<file path="config.mk">
export PLATFORM = sky130hd
export DESIGN_NAME = gtc_queue
export DESIGN_NICKNAME = d
export VERILOG_FILES = /design/src/rtl/gtc_pkg.sv /design/src/rtl/gtc_queue.sv
export SDC_FILE = /design/constraint.sdc
export NUM_CORES = 1
export LEC_CHECK = 0
export ABC_AREA = 0
export CAP_MARGIN = 10
export CORE_UTILIZATION = 61
export CTS_CLUSTER_SIZE = 28
export DETAILED_ROUTE_END_ITERATION = 10
export DONT_BUFFER_PORTS = 1
export GPL_TIMING_DRIVEN = 0
export PLACE_DENSITY = 0.89
export SETUP_SLACK_MARGIN = 0.5
export SYNTH_ARGS = -nofsm -noshare
export SYNTH_HDL_FRONTEND = slang
export SYNTH_SLANG_ARGS = --single-unit
export TNS_END_PERCENT = 20
</file>
<file path="constraint.sdc">
create_clock -name clk -period 3.68 [get_ports clk]
set_input_delay 0.736 -clock clk [delete_from_list [all_inputs] [get_ports clk]]
set_output_delay 0.736 -clock clk [all_outputs]
set_load 0.005 [all_outputs]
</file>
<file path="src/rtl/gtc_pkg.sv">
// Package for the GTP-U tunnel classifier: item and result words, job words,
// table entry layouts and protocol constants. Depends on nothing.
package gtc_pkg;

	localparam int unsigned QUEUE_DEPTH = 4;

	localparam logic [15:0] ETHERTYPE_IPV4 = 16'h0800;
	localparam logic [7:0]  PROTO_UDP      = 8'd17;
	localparam logic [15:0] GTPU_PORT_DEF  = 16'd2152;

	localparam logic [1:0] FUNC_FRAME  = 2'd0;
	localparam logic [1:0] FUNC_WRITE  = 2'd1;
	localparam logic [1:0] FUNC_DELETE = 2'd2;
	localparam logic [1:0] FUNC_READ   = 2'd3;

	localparam logic [1:0] KIND_VERDICT  = 2'd0;
	localparam logic [1:0] KIND_STATUS   = 2'd1;
	localparam logic [1:0] KIND_COUNTERS = 2'd2;

	localparam logic [1:0] VERDICT_PASS = 2'd0;
	localparam logic [1:0] VERDICT_MARK = 2'd1;
	localparam logic [1:0] VERDICT_DROP = 2'd2;

	localparam logic [1:0] ACTION_MARK = 2'd0;
	localparam logic [1:0] ACTION_DROP = 2'd1;

	localparam logic [1:0] STATUS_OK       = 2'd0;
	localparam logic [1:0] STATUS_FULL     = 2'd1;
	localparam logic [1:0] STATUS_NOTFOUND = 2'd2;

	typedef struct packed {
		logic [1:0]  func;
		logic [7:0]  data_byte;
		logic        last_byte;
		logic [31:0] lookup_teid;
		logic [1:0]  policy_action;
		logic [31:0] policy_class;
	} item_t;

	typedef struct packed {
		logic [1:0]  result_kind;
		logic [1:0]  verdict;
		logic [31:0] mark_value;
		logic [31:0] frame_teid;
		logic        is_tunnel;
		logic [63:0] packet_count;
		logic [63:0] octet_count;
		logic [63:0] drop_count;
		logic [1:0]  op_status;
	} result_t;

	// One job handed from the parser to the table engine.
	typedef struct packed {
		logic [1:0]  func;
		logic [15:0] len;
		logic        tunnel;
		logic [31:0] key;
		logic [1:0]  act;
		logic [31:0] cls;
	} job_t;

	typedef struct packed {
		logic        valid;
		logic [31:0] key;
		logic [1:0]  act;
		logic [31:0] cls;
	} pol_ent_t;

	typedef struct packed {
		logic        valid;
		logic [31:0] key;
		logic [63:0] pkt;
		logic [63:0] oct;
		logic [63:0] drp;
	} st_ent_t;

	typedef struct packed {
		logic full;
		logic clearing;
	} front_ctl_t;

endpackage

</file>
<file path="src/rtl/gtc_queue.sv">
// Small job queue between the frame parser and the table engine.
// Depends on gtc_pkg for the job word and the queue depth.
module gtc_queue (
	input  logic              clk,
	input  logic              arst_n,
	input  logic              push,
	input  gtc_pkg::job_t     push_job,
	input  logic              pop,
	output logic              full,
	output logic              nonempty,
	output gtc_pkg::job_t     head
);

	localparam int unsigned PW = $clog2(gtc_pkg::QUEUE_DEPTH);

	gtc_pkg::job_t   mem_q [gtc_pkg::QUEUE_DEPTH];
	logic [PW-1:0]   wp_q;
	logic [PW-1:0]   rp_q;
	logic [PW:0]     cnt_q;

	assign full     = (cnt_q == (PW+1)'(gtc_pkg::QUEUE_DEPTH));
	assign nonempty = (cnt_q != '0);
	assign head     = mem_q[rp_q];

	always_ff @(posedge clk) begin
		if (push) begin
			mem_q[wp_q] <= push_job;
		end
	end

	always_ff @(posedge clk or negedge arst_n) begin
		if (!arst_n) begin
			wp_q  <= '0;
			rp_q  <= '0;
			cnt_q <= '0;
		end else begin
			if (push) begin
				wp_q <= (wp_q == PW'(gtc_pkg::QUEUE_DEPTH - 1)) ? '0 : wp_q + 1'b1;
			end
			if (pop) begin
				rp_q <= (rp_q == PW'(gtc_pkg::QUEUE_DEPTH - 1)) ? '0 : rp_q + 1'b1;
			end
			if (push && !pop) begin
				cnt_q <= cnt_q + 1'b1;
			end else if (pop && !push) begin
				cnt_q <= cnt_q - 1'b1;
			end
		end
	end

endmodule

</file>
==> results.rst <==
.. list-table::
   :header-rows: 1

   * - Metric
     - Value
   * - Area of placed instances
     - 0.0132 mm2
   * - Iteration-0 DRC count of the detailed router
     - around 400
   * - Starting density of the core
     - 0.626
   * - Slew margin rel.
     - 0.538
   * - Setup clock skew after layout
     - 0.0105 ns
   * - Post-Synth XOR/XNOR Area
     - 0.00207
   * - Most used flip-flop cell after synthesis
     - sky130_fd_sc_hd__edfxtp_1
   * - Setup slack of the most critical reg-to-reg path
     - ~1.7 ns
   * - Synth-to-Final Area Change
     - 12.5%
   * - Worst r2r dst
     - mem_q[1][31]$_DFFE_PP_
   * - Remaining number of nets flagged by the antenna check after routing
     - 0
   * - Number of iterations in the first detailed-routing pass
     - 4
   * - Area fraction in compound gates after synthesis
     - 0.000788
   * - Std-Cell Rows
     - 52
   * - Yosys cell types
     - 21
   * - Final Max Slew Viols
     - 0
   * - Post-CTS clock slew at the launch and capture registers of the worst setup and hold paths
     - 0.07 ns
   * - Peak supply drop
     - 0.542 mV
   * - Pin slew with the least headroom to its limit
     - 0.692 ns
   * - CTS Root Cell
     - sky130_fd_sc_hd__clkbuf_16
   * - Post-DR wirelength/cell
     - 28.3 um
   * - I/O Buffers
     - 0
   * - Initial antenna violation count
     - 0
   * - Ranking of synthesized cells by instance count
     - 340 x sky130_fd_sc_hd__edfxtp_1, 85 x sky130_fd_sc_hd__mux4_2, 8 x sky130_fd_sc_hd__buf_2
   * - Mapped Nets
     - 578
   * - Period minus WS final
     - 2.80 ns
   * - Pwr dens
     - 793 mW/mm2
   * - Fin. Hold Viols
     - 0
   * - NumNets Final
     - 620
   * - Worst hold path type
     - input port to register
   * - Clock latency on the worst-skew pair
     - about 0.5 ns
   * - Die extent in y
     - 146 um
   * - Crit Reg-Reg Startpoint
     - wp_q[1]$_DFFE_PN0P_
   * - Count of instances resized after the clock tree is built
     - 0
   * - First-pass GRT wire length
     - 34,600 um
   * - Grt total ovfl
     - 0
   * - Detailed-route via count
     - 5,090
   * - Critical Path Sink Type
     - output port
   * - Die Footprint
     - between 0.02 and 0.025 mm2
   * - Final setup TNS
     - 0 ns
   * - CTS hold repair buffers
     - 1
   * - CTS Buf Count
     - 35
   * - CP endpoint
     - head[52]
   * - I/O pins
     - 176
   * - Area of all placed cells without fillers
     - 0.0143 mm2
   * - Share of synthesized registers carrying an async set or reset
     - 0.0202
   * - Cells after DPL
     - 756
   * - Post-CTS setup-driven buffer insertion count
     - 0
   * - Launch point of the critical path
     - rp_q[1]$_DFFE_PN0P_
   * - Largest family of logic cells by synthesized area
     - multiplexers
   * - Chip Width
     - 146 um
   * - Mean post-synth cell area
     - ~26 um2
   * - Critical-path maximum fanout
     - 10
   * - Library cell occupying the most area in the post-synthesis netlist
     - sky130_fd_sc_hd__edfxtp_1
   * - Count of filler cells inserted in the layout
     - about 1,200
   * - CP Data Arrival Time
     - approximately 2.1 ns
   * - Required time of the critical path
     - between 2 and 3 ns
   * - Setup repair after global routing missed its margin
     - false
   * - CTS tree
     - done
   * - Final std cells w/o fill
     - 819
   * - Proportion of synthesized area in mux cells
     - 0.153
   * - Global placement routability congestion
     - 0.691
   * - Sequential fraction of the synthesis area
     - 0.817
   * - Syn Inst Count
     - around 480
   * - Largest net degree at the start of global routing
     - 59
   * - Clock sinks
     - 347
   * - CP Launch Type
     - register
   * - Vias in the first global route
     - 5,601
   * - Top-area cell type share of the netlist area
     - 0.804
   * - Flops & latches, synth
     - ~350
   * - HPWL after detailed placement
     - 14,100 um
   * - Number of enable-type register cells in the synthesized netlist
     - 340
   * - LEAKAGE
     - between 4 and 5 nW
   * - Cells taking the most area after synthesis
     - sky130_fd_sc_hd__edfxtp_1 80%, sky130_fd_sc_hd__mux4_2 15%, sky130_fd_sc_hd__dfrtp_1 1.4%, sky130_fd_sc_hd__ha_1 0.59%, sky130_fd_sc_hd__buf_12 0.47%
   * - WS Path Type
     - register to output port
   * - YS warnings
     - 0
   * - H-Tree Depth
     - 2
   * - Max Buffers Root-to-Sink
     - 3
   * - Count of inserted antenna diode cells
     - 0
   * - Status
     - completed
   * - Simple-gate share of the synthesized area
     - 0.00453
   * - Achievable frequency
     - 357 MHz
   * - Setup-violating endpoint count in the final report
     - 0
   * - Number of maximum-capacitance violations
     - 0
   * - Number of DRC violations after detailed routing
     - 0
   * - Number of cell instances on the worst register-to-register path
     - 4
   * - Vias/cell
     - 6.21
   * - Fraction of final layout cells sized beyond drive strength 1
     - 0.293
   * - Count leader, synth
     - sky130_fd_sc_hd__edfxtp_1
   * - Global-route usage over all layers
     - 0.226
   * - Share of the clock period used by the worst path after layout
     - 0.762
   * - Post-synthesis cell area
     - between 0.01 and 0.015 mm2
   * - Adder and majority cell fraction of the synthesized area
     - 0.00748
   * - Total detailed-routing wirelength
     - roughly 23,000 um
   * - Core Footprint
     - around 0.020 mm2
[critical path, stage by stage, from the launching register on]
cell	delay (ns)
sky130_fd_sc_hd__dfrtp_1	0.34
sky130_fd_sc_hd__buf_2	0.19
sky130_fd_sc_hd__buf_2	0.29
sky130_fd_sc_hd__buf_2	0.33
sky130_fd_sc_hd__mux4_2	0.41
[per-stage QoR]
stage	utilization	hold WS, ns	power (mW)	setup slack (ns)
floorplan	-	0.440	7.30	0.517
global placement	0.643	0.441	7.89	-0.736
detailed placement	0.648	0.441	8.02	1.38
CTS	0.704	0.305	11.5	0.826
global route	0.704	0.301	11.8	0.783
finish	0.704	0.323	11.3	0.877
[worst min-delay path by stage]
stage / startpoint / end / slack [ns] / cells past startpoint
2_1_floorplan: arst_n / cnt_q[0]$_DFFE_PN0P_ / 0.44 / 0
3_3_place_gp: arst_n / cnt_q[2]$_DFFE_PN0P_ / 0.44 / 0
3_5_place_dp: arst_n / wp_q[1]$_DFFE_PN0P_ / 0.44 / 0
4_1_cts: push_job[7] / mem_q[3][7]$_DFFE_PP_ / 0.31 / 0
5_1_grt: push_job[28] / mem_q[3][28]$_DFFE_PP_ / 0.30 / 0
6_report: push_job[7] / mem_q[2][7]$_DFFE_PP_ / 0.32 / 0
[cell usage in the layout, fill, tap and decap left out, types with 2 or more instances in the layout]
master,count
sky130_fd_sc_hd__inv_1,4
sky130_fd_sc_hd__ha_1,6
sky130_fd_sc_hd__buf_16,4
sky130_fd_sc_hd__clkinv_1,8
sky130_fd_sc_hd__edfxtp_1,340
sky130_fd_sc_hd__bufinv_16,3
sky130_fd_sc_hd__clkinv_2,6
sky130_fd_sc_hd__nand2_1,2
sky130_fd_sc_hd__and2_4,4
sky130_fd_sc_hd__clkbuf_1,9
sky130_fd_sc_hd__mux2_2,3
sky130_fd_sc_hd__clkbuf_16,37
sky130_fd_sc_hd__buf_12,3
sky130_fd_sc_hd__mux4_2,85
sky130_fd_sc_hd__dfrtp_1,7
sky130_fd_sc_hd__xor2_1,2
sky130_fd_sc_hd__buf_4,4
sky130_fd_sc_hd__buf_2,8
sky130_fd_sc_hd__nor2_1,3
sky130_fd_sc_hd__o21ai_0,2
[report_power, final]
part | switching [mW] | internal [mW] | total [mW]
Sequential | 0.185 | 5.07 | 5.26
Combinational | 1.41 | 1.23 | 2.65
Clock | 1.38 | 2.04 | 3.42
[state kept, by name (all words and copies together) (netlist names)]
signal	count
wp_q	2
rp_q	2
mem_q	340
cnt_q	3
[routing by layer]
layer / global-route usage / wire length, um / part of all wire / up-vias
met5: 0 / 0 / 0 / -
met4: 0.0938 / 805 / 0.035 / 0
met3: 0.0725 / 1870 / 0.081 / 49
met2: 0.383 / 12200 / 0.53 / 202
met1: 0.269 / 8290 / 0.36 / 2691
li1: - / - / - / 2148
[area by class of cell]
class | count | area [um2] | area share
Sequential cell | 347 | 10400 | 0.727
Buffer | 20 | 168 | 0.0117
Tap cell | 270 | 338 | 0.0236
Inverter | 4 | 15.0 | 0.00105
Clock inverter | 19 | 166 | 0.0116
Multi-Input combinational cell | 111 | 2150 | 0.150
Timing Repair Buffer | 5 | 120 | 0.00841
Clock buffer | 43 | 948 | 0.0664
[kinds of logic after synthesis]
| group | after synthesis |
|---|---|
| flops | 347 |
| mux | 88 |
| buf+inv | 24 |
| simple gates | 11 |
| fa+ha+maj | 7 |
| xor+xnor | 3 |
| compound gates | 2 |
Note: power is estimated with default switching activity, not from simulation.
