===== src/rtl/gtc_pkg.sv =====
// Package for the GTP-U tunnel classifier: item and result words, job words,
// table entry layouts and protocol constants. Depends on nothing.
package gtc_pkg;

	localparam int unsigned QUEUE_DEPTH = 4;

	localparam logic [15:0] ETHERTYPE_IPV4 = 16'h0800;
	localparam logic [7:0]  PROTO_UDP      = 8'd17;
	localparam logic [15:0] GTPU_PORT_DEF  = 16'd2152;

	localparam logic [1:0] FUNC_FRAME  = 2'd0;
	localparam logic [1:0] FUNC_WRITE  = 2'd1;
	localparam logic [1:0] FUNC_DELETE = 2'd2;
	localparam logic [1:0] FUNC_READ   = 2'd3;

	localparam logic [1:0] KIND_VERDICT  = 2'd0;
	localparam logic [1:0] KIND_STATUS   = 2'd1;
	localparam logic [1:0] KIND_COUNTERS = 2'd2;

	localparam logic [1:0] VERDICT_PASS = 2'd0;
	localparam logic [1:0] VERDICT_MARK = 2'd1;
	localparam logic [1:0] VERDICT_DROP = 2'd2;

	localparam logic [1:0] ACTION_MARK = 2'd0;
	localparam logic [1:0] ACTION_DROP = 2'd1;

	localparam logic [1:0] STATUS_OK       = 2'd0;
	localparam logic [1:0] STATUS_FULL     = 2'd1;
	localparam logic [1:0] STATUS_NOTFOUND = 2'd2;

	typedef struct packed {
		logic [1:0]  func;
		logic [7:0]  data_byte;
		logic        last_byte;
		logic [31:0] lookup_teid;
		logic [1:0]  policy_action;
		logic [31:0] policy_class;
	} item_t;

	typedef struct packed {
		logic [1:0]  result_kind;
		logic [1:0]  verdict;
		logic [31:0] mark_value;
		logic [31:0] frame_teid;
		logic        is_tunnel;
		logic [63:0] packet_count;
		logic [63:0] octet_count;
		logic [63:0] drop_count;
		logic [1:0]  op_status;
	} result_t;

	// One job handed from the parser to the table engine.
	typedef struct packed {
		logic [1:0]  func;
		logic [15:0] len;
		logic        tunnel;
		logic [31:0] key;
		logic [1:0]  act;
		logic [31:0] cls;
	} job_t;

	typedef struct packed {
		logic        valid;
		logic [31:0] key;
		logic [1:0]  act;
		logic [31:0] cls;
	} pol_ent_t;

	typedef struct packed {
		logic        valid;
		logic [31:0] key;
		logic [63:0] pkt;
		logic [63:0] oct;
		logic [63:0] drp;
	} st_ent_t;

	typedef struct packed {
		logic full;
		logic clearing;
	} front_ctl_t;

endpackage


===== src/rtl/gtc_front.sv =====
// Front end: takes items, parses Ethernet/IPv4/UDP/GTP-U headers on the fly
// and emits one job per finished frame or table operation. Uses gtc_pkg.
module gtc_front #(
	parameter int unsigned HEADER_BYTES = 96
) (
	input  logic                clk,
	input  logic                arst_n,
	input  logic                item_valid,
	output logic                item_stall,
	input  gtc_pkg::item_t      item,
	input  logic [15:0]         tunnel_port,
	input  gtc_pkg::front_ctl_t ctl,
	output logic                job_push,
	output gtc_pkg::job_t       job
);

	logic [15:0] pos_q;
	logic [15:0] et_q, sp_q, dp_q;
	logic [3:0]  ihl_q;
	logic [7:0]  proto_q;
	logic [31:0] teid_q;

	logic        acc, frm, cap;
	logic [15:0] p, len_n, avail, udp;
	logic [15:0] et_n, sp_n, dp_n;
	logic [3:0]  ihl_n;
	logic [7:0]  proto_n, b;
	logic [31:0] teid_n;
	logic        tunnel;

	assign item_stall = ctl.full || ctl.clearing;
	assign acc        = item_valid && !item_stall;
	assign frm        = acc && (item.func == gtc_pkg::FUNC_FRAME);

	always_comb begin
		p       = pos_q;
		b       = item.data_byte;
		cap     = frm && (p < 16'(HEADER_BYTES));
		ihl_n   = (cap && p == 16'd14) ? b[3:0] : ihl_q;
		udp     = 16'd14 + {10'd0, ihl_n, 2'b00};
		et_n    = et_q;
		proto_n = proto_q;
		sp_n    = sp_q;
		dp_n    = dp_q;
		teid_n  = teid_q;
		if (cap) begin
			if (p == 16'd12) et_n[15:8] = b;
			if (p == 16'd13) et_n[7:0] = b;
			if (p == 16'd23) proto_n = b;
			if (p == udp) sp_n[15:8] = b;
			if (p == udp + 16'd1) sp_n[7:0] = b;
			if (p == udp + 16'd2) dp_n[15:8] = b;
			if (p == udp + 16'd3) dp_n[7:0] = b;
			if (p == udp + 16'd12) teid_n[31:24] = b;
			if (p == udp + 16'd13) teid_n[23:16] = b;
			if (p == udp + 16'd14) teid_n[15:8] = b;
			if (p == udp + 16'd15) teid_n[7:0] = b;
		end
		len_n  = (pos_q == 16'hFFFF) ? pos_q : pos_q + 16'd1;
		avail  = (len_n < 16'(HEADER_BYTES)) ? len_n : 16'(HEADER_BYTES);
		tunnel = (avail >= 16'd14) && (et_n == gtc_pkg::ETHERTYPE_IPV4)
			&& (avail >= 16'd34) && (proto_n == gtc_pkg::PROTO_UDP)
			&& (udp + 16'd8 <= avail)
			&& ((sp_n == tunnel_port) || (dp_n == tunnel_port))
			&& (udp + 16'd16 <= avail);
	end

	assign job_push   = acc && ((item.func != gtc_pkg::FUNC_FRAME) || item.last_byte);
	assign job.func   = item.func;
	assign job.len    = len_n;
	assign job.tunnel = tunnel;
	assign job.key    = (item.func == gtc_pkg::FUNC_FRAME) ? teid_n : item.lookup_teid;
	assign job.act    = item.policy_action;
	assign job.cls    = item.policy_class;

	always_ff @(posedge clk) begin
		if (frm) begin
			et_q    <= et_n;
			ihl_q   <= ihl_n;
			proto_q <= proto_n;
			sp_q    <= sp_n;
			dp_q    <= dp_n;
			teid_q  <= teid_n;
		end
	end

	always_ff @(posedge clk or negedge arst_n) begin
		if (!arst_n) begin
			pos_q <= '0;
		end else if (frm) begin
			pos_q <= item.last_byte ? 16'd0 : len_n;
		end
	end

endmodule


===== config.mk =====
export PLATFORM = sky130hd
export DESIGN_NAME = gtc_front
export DESIGN_NICKNAME = d
export VERILOG_FILES = /design/src/rtl/gtc_pkg.sv /design/src/rtl/gtc_front.sv
export SDC_FILE = /design/constraint.sdc
export NUM_CORES = 1
export LEC_CHECK = 0
export ABC_CLOCK_PERIOD_IN_PS = 8050
export BUFFER_PORTS_ARGS = -buffer_cell sky130_fd_sc_hd__buf_2
export CELL_PAD_IN_SITES_DETAIL_PLACEMENT = 1
export CELL_PAD_IN_SITES_GLOBAL_PLACEMENT = 1
export CORE_MARGIN = 2
export CORE_UTILIZATION = 43
export CTS_BUF_LIST = sky130_fd_sc_hd__clkbuf_4 sky130_fd_sc_hd__clkbuf_8
export CTS_CLUSTER_SIZE = 10
export DETAILED_ROUTE_END_ITERATION = 16
export MAX_ROUTING_LAYER = met4
export PLACE_DENSITY_LB_ADDON = 0.1
export SLEW_MARGIN = 20
export SYNTH_ARGS = -nofsm -noshare
export SYNTH_HDL_FRONTEND = slang
export SYNTH_SLANG_ARGS = --single-unit
export TNS_END_PERCENT = 20

===== constraint.sdc =====
create_clock -name clk -period 8.05 [get_ports clk]
set_clock_uncertainty 0.15 [all_clocks]
set_input_delay 1.61 -clock clk [delete_from_list [all_inputs] [get_ports clk]]
set_output_delay 1.61 -clock clk [all_outputs]
set_load 0.01 [all_outputs]

==> flow_summary.json, run 1 <==
{
  "via_count": 6480,
  "post_cts_buffers": 0,
  "crit_chain": "buf_2 -> nor3b_4 -> and3_1 -> nand2_1 -> a21o_1 -> inv_1 -> ha_2 -> nand2b_1 -> nor2_1 -> o21a_1 -> or2_2 -> xnor2_1 -> ha_1 -> nand4_1 -> nor3b_1 -> a22oi_1 -> or4b_1 -> a221oi_4 -> nand4_1 -> o2bb2ai_1 -> buf_2",
  "grt_pass1_wl_um": 38900,
  "insertion_delay_ns": 0.40,
  "fin_nets": 987,
  "setup_viol": 0,
  "ys_ff_latch": 108,
  "synthToLayoutAreaGrowth_pct": 10.5,
  "outcome": "complete, no violations",
  "critPathTopFamily": "simple AND/OR/NAND/NOR gates",
  "worst-path-max-fanout": 6,
  "cts_resized": 0,
  "critPathKind": "in -> out",
  "drt_iter0_drc": 435,
  "startpoint_type": "input pin",
  "grt.total_usage_pct": 26.1,
  "synth_area_leaders": "edfxtp_1, mux2_2, dfrtp_1",
  "yosys.area.top_type": "edfxtp_1",
  "cap_violations": 0,
  "antenna_found_initial": 0,
  "setup_tns_ns": 0,
  "grt_pass1_vias": 6884,
  "cpPeakStageDelay_ns": 0.54,
  "dp_hpwl_um": 18900,
  "dieArea_mm2": 0.0198,
  "cp.required_ns": 6.29,
  "maxSlewHeadroom_pct": 38.0,
  "antenna_left": 0,
  "cts_tree": "yes",
  "wl_per_cell_um": 22.5,
  "pin_count": 185,
  "power_mw": 1.24,
  "synth_ff_type": "edfxtp_1",
  "power.density_mw_per_mm2": 139,
  "crit_buf_inv": 3,
  "finalNonFillerCells": 1102,
  "yosys.area.top_type_share_pct": 34.4,
  "seq_area_frac_synth_pct": 39.4,
  "worst_pin_slew_ns": 0.927,
  "final_cell_mix": "buf_2, edfxtp_1, mux2_2",
  "clock.fmax_mhz": 128,
  "synth-compound-area-share_pct": 11.2,
  "cts_hold_buf": 0,
  "multi_input_area_mm2": 0.00431,
  "synth_area_mm2": 0.00804,
  "rsz0062_at_grt": "no",
  "synth_fa_ha_area_share_pct": 3.11,
  "cp-end-kind": "primary output",
  "rows": 49,
  "overflow": 0,
  "hp-class": "reg -> reg",
  "seq_area_mm2": 0.00316,
  "root_buffer": "clkbuf_8",
  "start_util_pct": 44.3,
  "synth_top_family_by_area": "simple AND/OR/NAND/NOR gates",
  "p_leak_nw": 3.52,
  "place.gp.congestion": 0.962,
  "fin_crit_ns": 7.80,
  "slowest_stage": "or4b_1",
  "cts_sinks": 108,
  "syn-instance-count": 788,
  "synth-simple-area-share_pct": 17.6,
  "hold_violations": 0,
  "core_mm2": 0.0181,
  "via_per_inst": 5.88,
  "cts_made_buffers": 9,
  "clkTransAtPathRegs_ns": 0.11,
  "synthXorXnorAreaFrac_pct": 5.29,
  "async_flop_share_pct": 14.8,
  "fill_cells": 2081,
  "die_w_um": 141,
  "drc_errors": 0,
  "grt_max_degree": 56,
  "r2r_slack_ns": 2.91,
  "timing.final.crit_share_pct": 96.9,
  "final_common_cell": "buf_2",
  "drive_above_1_share_pct": 32.2,
  "die_h_um": 141,
  "clk_path_buf_depth": 2,
  "placed_cells": 1087,
  "yosys_warnings": 0,
  "ys_types": 81,
  "yosys-mux-area-fraction_pct": 15.8,
  "diodes": 0,
  "wl_um": 24800,
  "worst_ir_drop_vdd_uv": 72.8,
  "cts_max_level": 3,
  "io_buffers": 116,
  "crit_arrival_ns": 6.04,
  "avgSynthCellArea_um2": 10.2,
  "slew_viol_final": 0,
  "synth_edf_count": 92,
  "dr.pass1.iters": 5
}
[flip-flops by register name, indices dropped and copies added (netlist names)]
register,flops
teid_q,32
sp_q,16
dp_q,16
p,16
proto_q,8
ihl_q,4
et_q,16
[synthesized netlist by cell type (4+ instances only)]
library cell and count:
a211oi_1 4, a21oi_1 16, a22o_1 5, a31oi_1 5, and2_1 8, and3_1 7
and3b_1 4, and4_1 4, buf_2 6, buf_4 38, clkbuf_1 29, dfrtp_1 16
edfxtp_1 92, ha_1 20, inv_1 40, mux2_1 12, mux2_2 88, mux2i_1 13
nand2_1 72, nand2b_1 5, nand3_1 17, nand3b_1 4, nand4_1 16, nor2_1 35
nor2b_1 6, nor3_1 20, nor3b_1 5, nor4_1 11, o21ai_0 49, o22ai_1 8
o31ai_1 4, or2_2 4, or3_1 4, or4_1 4, xnor2_1 24, xor2_1 22
[layout make-up]
| class | instances | share of cell area (%) |
|---|---|---|
| multi-input cells | 565 | 48.5 |
| flip-flops and latches | 108 | 35.6 |
| repair buffers | 145 | 8.99 |
| well taps | 229 | 3.23 |
| inverters | 40 | 1.70 |
| clock buffers | 9 | 1.39 |
| clock inverters | 6 | 0.549 |
[per-stage QoR]
| step | hold slack [ns] | setup WS, ns | util (%) | instance area [µm²] |
|---|---|---|---|---|
| global route | 0.456 | 0.00654 | 48.9 | 8880 |
| floorplan | 0.364 | 0.558 | - | 8040 |
| finish | 0.422 | 0.252 | 48.9 | 8880 |
| global placement | 0.388 | 0.421 | 47.8 | 8680 |
| CTS | 0.426 | 0.119 | 48.8 | 8850 |
| detailed placement | 0.398 | 0.119 | 47.8 | 8680 |
[logic make-up (layout without fill, tap and decap cells)]
logic type                 after synthesis  count (layout)
AOI/OAI and AO/OA                      132             132
xor gates and xnor gates                47              47
adders and majority gates               20              20
buffers and inverters                  116             200
DFF                                    108             108
muxes                                  114             114
other                                    2               3
and+or+nand+nor                        249             249
[report_power, final]
group,switching (mW),total (mW),internal [mW]
Clock,0.211,0.325,0.114
Combinational,0.179,0.283,0.104
Sequential,0.0160,0.630,0.614
Total,0.405,1.24,0.832
[routing by layer]
layer,wire length [µm],part of all wire (%),up-vias,GRT usage [%]
met5,0,0,-,-
met4,659,2.7,0,9.53
met3,1130,4.5,60,3.06
met2,11800,48,180,41.9
met1,11200,45,3220,34.3
li1,-,-,3020,-
[worst register-to-register path, delay by kind of cell, from the launching register on]
kind	cells	cell delay [ns]
buf+inv	5	0.83
xor+xnor	1	0.23
flops	1	0.47
mux	1	0.35
fa+ha+maj	2	0.59
simple gates	6	1.50
compound gates	4	0.78
[final timing paths]
| path | startpoint | end | depth (start not counted) |
|---|---|---|---|
| max | ctl[0] | job[66] | 21 |
| min | et_q[14] | et_q[14] | 2 |
| max reg2reg | p[0] | dp_q[15] | 19 |
| min reg2reg | et_q[14] | et_q[14] | 2 |
| max in group asynchronous | arst_n | p[8] | 1 |
| min in group asynchronous | arst_n | p[10] | 1 |
No activity file was read; power rests on OpenSTA's default activity.
==> inputs of run 2 (changes only) <==
ABC_CLOCK_PERIOD_IN_PS = 7700   (was 8050)
REMOVE_ABC_BUFFERS = 1   (was default)
clock period = 7.7 ns   (was 8.05 ns; I/O delays follow)
==> flow_summary.json, run 2 (synthesis results as in run 1) <==
{
  "maxSlewHeadroom_pct": 31.8,
  "grt_pass1_wl_um": 39400,
  "post_cts_buffers": 0,
  "regMostFlops": "teid_q",
  "grt_max_degree": 56,
  "synthToLayoutAreaGrowth_pct": 11.0,
  "cts_hold_buf": 0,
  "clock.fmax_mhz": 136,
  "dieArea_mm2": 0.0198,
  "setup_viol": 0,
  "seqPwrFrac_pct": 51.2,
  "diodes": 0,
  "overflow": 0,
  "slew_viol_final": 0,
  "core_mm2": 0.0181,
  "cap_violations": 0,
  "clk_path_buf_depth": 2,
  "wl_um": 25100,
  "dp_hpwl_um": 19000,
  "die_w_um": 141,
  "setup_tns_ns": 0,
  "pin_count": 185,
  "wl_per_cell_um": 22.6,
  "start_util_pct": 44.3,
  "insertion_delay_ns": 0.41,
  "comb_power_share_pct": 21.3,
  "antenna_found_initial": 0,
  "cts_made_buffers": 9,
  "startpoint_type": "input pin",
  "p_leak_nw": 3.55,
  "final_common_cell": "buf_2",
  "critPathKind": "in -> out",
  "outcome": "complete, no violations",
  "hold_violations": 0,
  "placed_cells": 1091,
  "io_buffers": 116,
  "cp-end-kind": "primary output",
  "cp.required_ns": 6.01,
  "clkTransAtPathRegs_ns": 0.10,
  "drive_above_1_share_pct": 32.8,
  "power.density_mw_per_mm2": 146,
  "root_buffer": "clkbuf_8",
  "cts_tree": "yes",
  "drc_errors": 0,
  "rsz0062_at_grt": "no",
  "grt.total_usage_pct": 26.2,
  "clockPowerShare_pct": 27.5,
  "hp-class": "reg -> reg",
  "p_switching_mw": 0.425,
  "worst-path-max-fanout": 4,
  "die_h_um": 141,
  "place.gp.congestion": 0.905,
  "cts_max_level": 3,
  "whs_ns": 0.432,
  "power_mw": 1.30,
  "internal_power_mw": 0.875,
  "crit_arrival_ns": 5.68,
  "grt_pass1_vias": 6810,
  "finalNonFillerCells": 1107,
  "cts_sinks": 108,
  "largest_reg_flops": 32,
  "via_per_inst": 5.87,
  "rows": 49,
  "final_cell_mix": "buf_2, edfxtp_1, mux2_2",
  "drt_iter0_drc": 373,
  "fill_cells": 2037,
  "via_count": 6496,
  "antenna_left": 0,
  "worst_ir_drop_vdd_uv": 102,
  "timing.final.crit_share_pct": 95.7,
  "fin_nets": 991,
  "worst_pin_slew_ns": 1.02,
  "fin_crit_ns": 7.37,
  "dr.pass1.iters": 4,
  "switching_share_pct": 32.7
}
run 2: final cells by class:
type	count	area [µm²]	share of cell area [%]
Clock inverter	7	67.6	0.757
Tap cell	229	287	3.21
Multi-Input combinational cell	565	4300	48.2
Inverter	40	151	1.70
Sequential cell	108	3160	35.5
Clock buffer	9	124	1.39
Timing Repair Buffer	149	828	9.29
run 2: worst paths after layout:
| kind | startpoint | slack (ns) | cells past startpoint | end |
|---|---|---|---|---|
| worst min-delay path | teid_q[25] | 0.43 | 1 | teid_q[25] |
| max in group asynchronous | arst_n | 6.19 | 1 | p[5] |
| worst max-delay path | ctl[1] | 0.33 | 21 | job[66] |
| min in group asynchronous | arst_n | 0.89 | 1 | p[6] |
| worst max register to register | p[0] | 2.59 | 20 | dp_q[10] |
| worst min register to register | teid_q[25] | 0.43 | 1 | teid_q[25] |
run 2: metal layers:
metal	vias to the layer above	wire (µm)	global-route usage (%)
li1	3037	-	-
met1	3246	11800	35.1
met2	198	11700	41.6
met3	15	1420	6.11
met4	0	168	4.32
met5	-	0	-
run 2: metrics by stage:
stage | util (%) | setup slack [ns] | area (µm²)
detailed placement | 48.0 | 0.194 | 8700
global placement | 48.0 | 0.308 | 8700
finish | 49.2 | 0.329 | 8920
CTS | 49.0 | 0.161 | 8900
floorplan | - | -0.307 | 7590
global route | 49.2 | 0.000977 | 8920
run 2: power by group through the flow:
stage | Clock (mW) | Sequential (mW) | Combinational, mW
after floorplan | 0 | 0.670 | 0.163
after global placement | 0 | 0.676 | 0.270
after detailed placement | 0 | 0.677 | 0.276
after CTS | 0.366 | 0.664 | 0.278
after global routing | 0.389 | 0.667 | 0.303
final | 0.358 | 0.665 | 0.277
run 2: critical path: stages:
cell       delay, ns
buf_2           0.12
nor3b_4         0.33
nand3_4         0.15
nor2_2          0.17
mux2i_1         0.28
ha_2            0.29
nand2b_1        0.14
nor2_1          0.06
o21a_1          0.11
or2_2           0.34
xnor2_1         0.15
ha_1            0.29
nand4_1         0.13
nor3b_2         0.20
a22oi_1         0.10
or4b_1          0.50
a221oi_2        0.19
buf_4           0.17
o21a_1          0.12
o2bb2ai_1       0.11
buf_2           0.16
run 2: timing repair:
item / 4_1_cts / 5_1_grt
endpoints found under the hold margin: 0 / 0
endpoints found under the setup margin: 0 / 1
resized for setup: 0 / 6
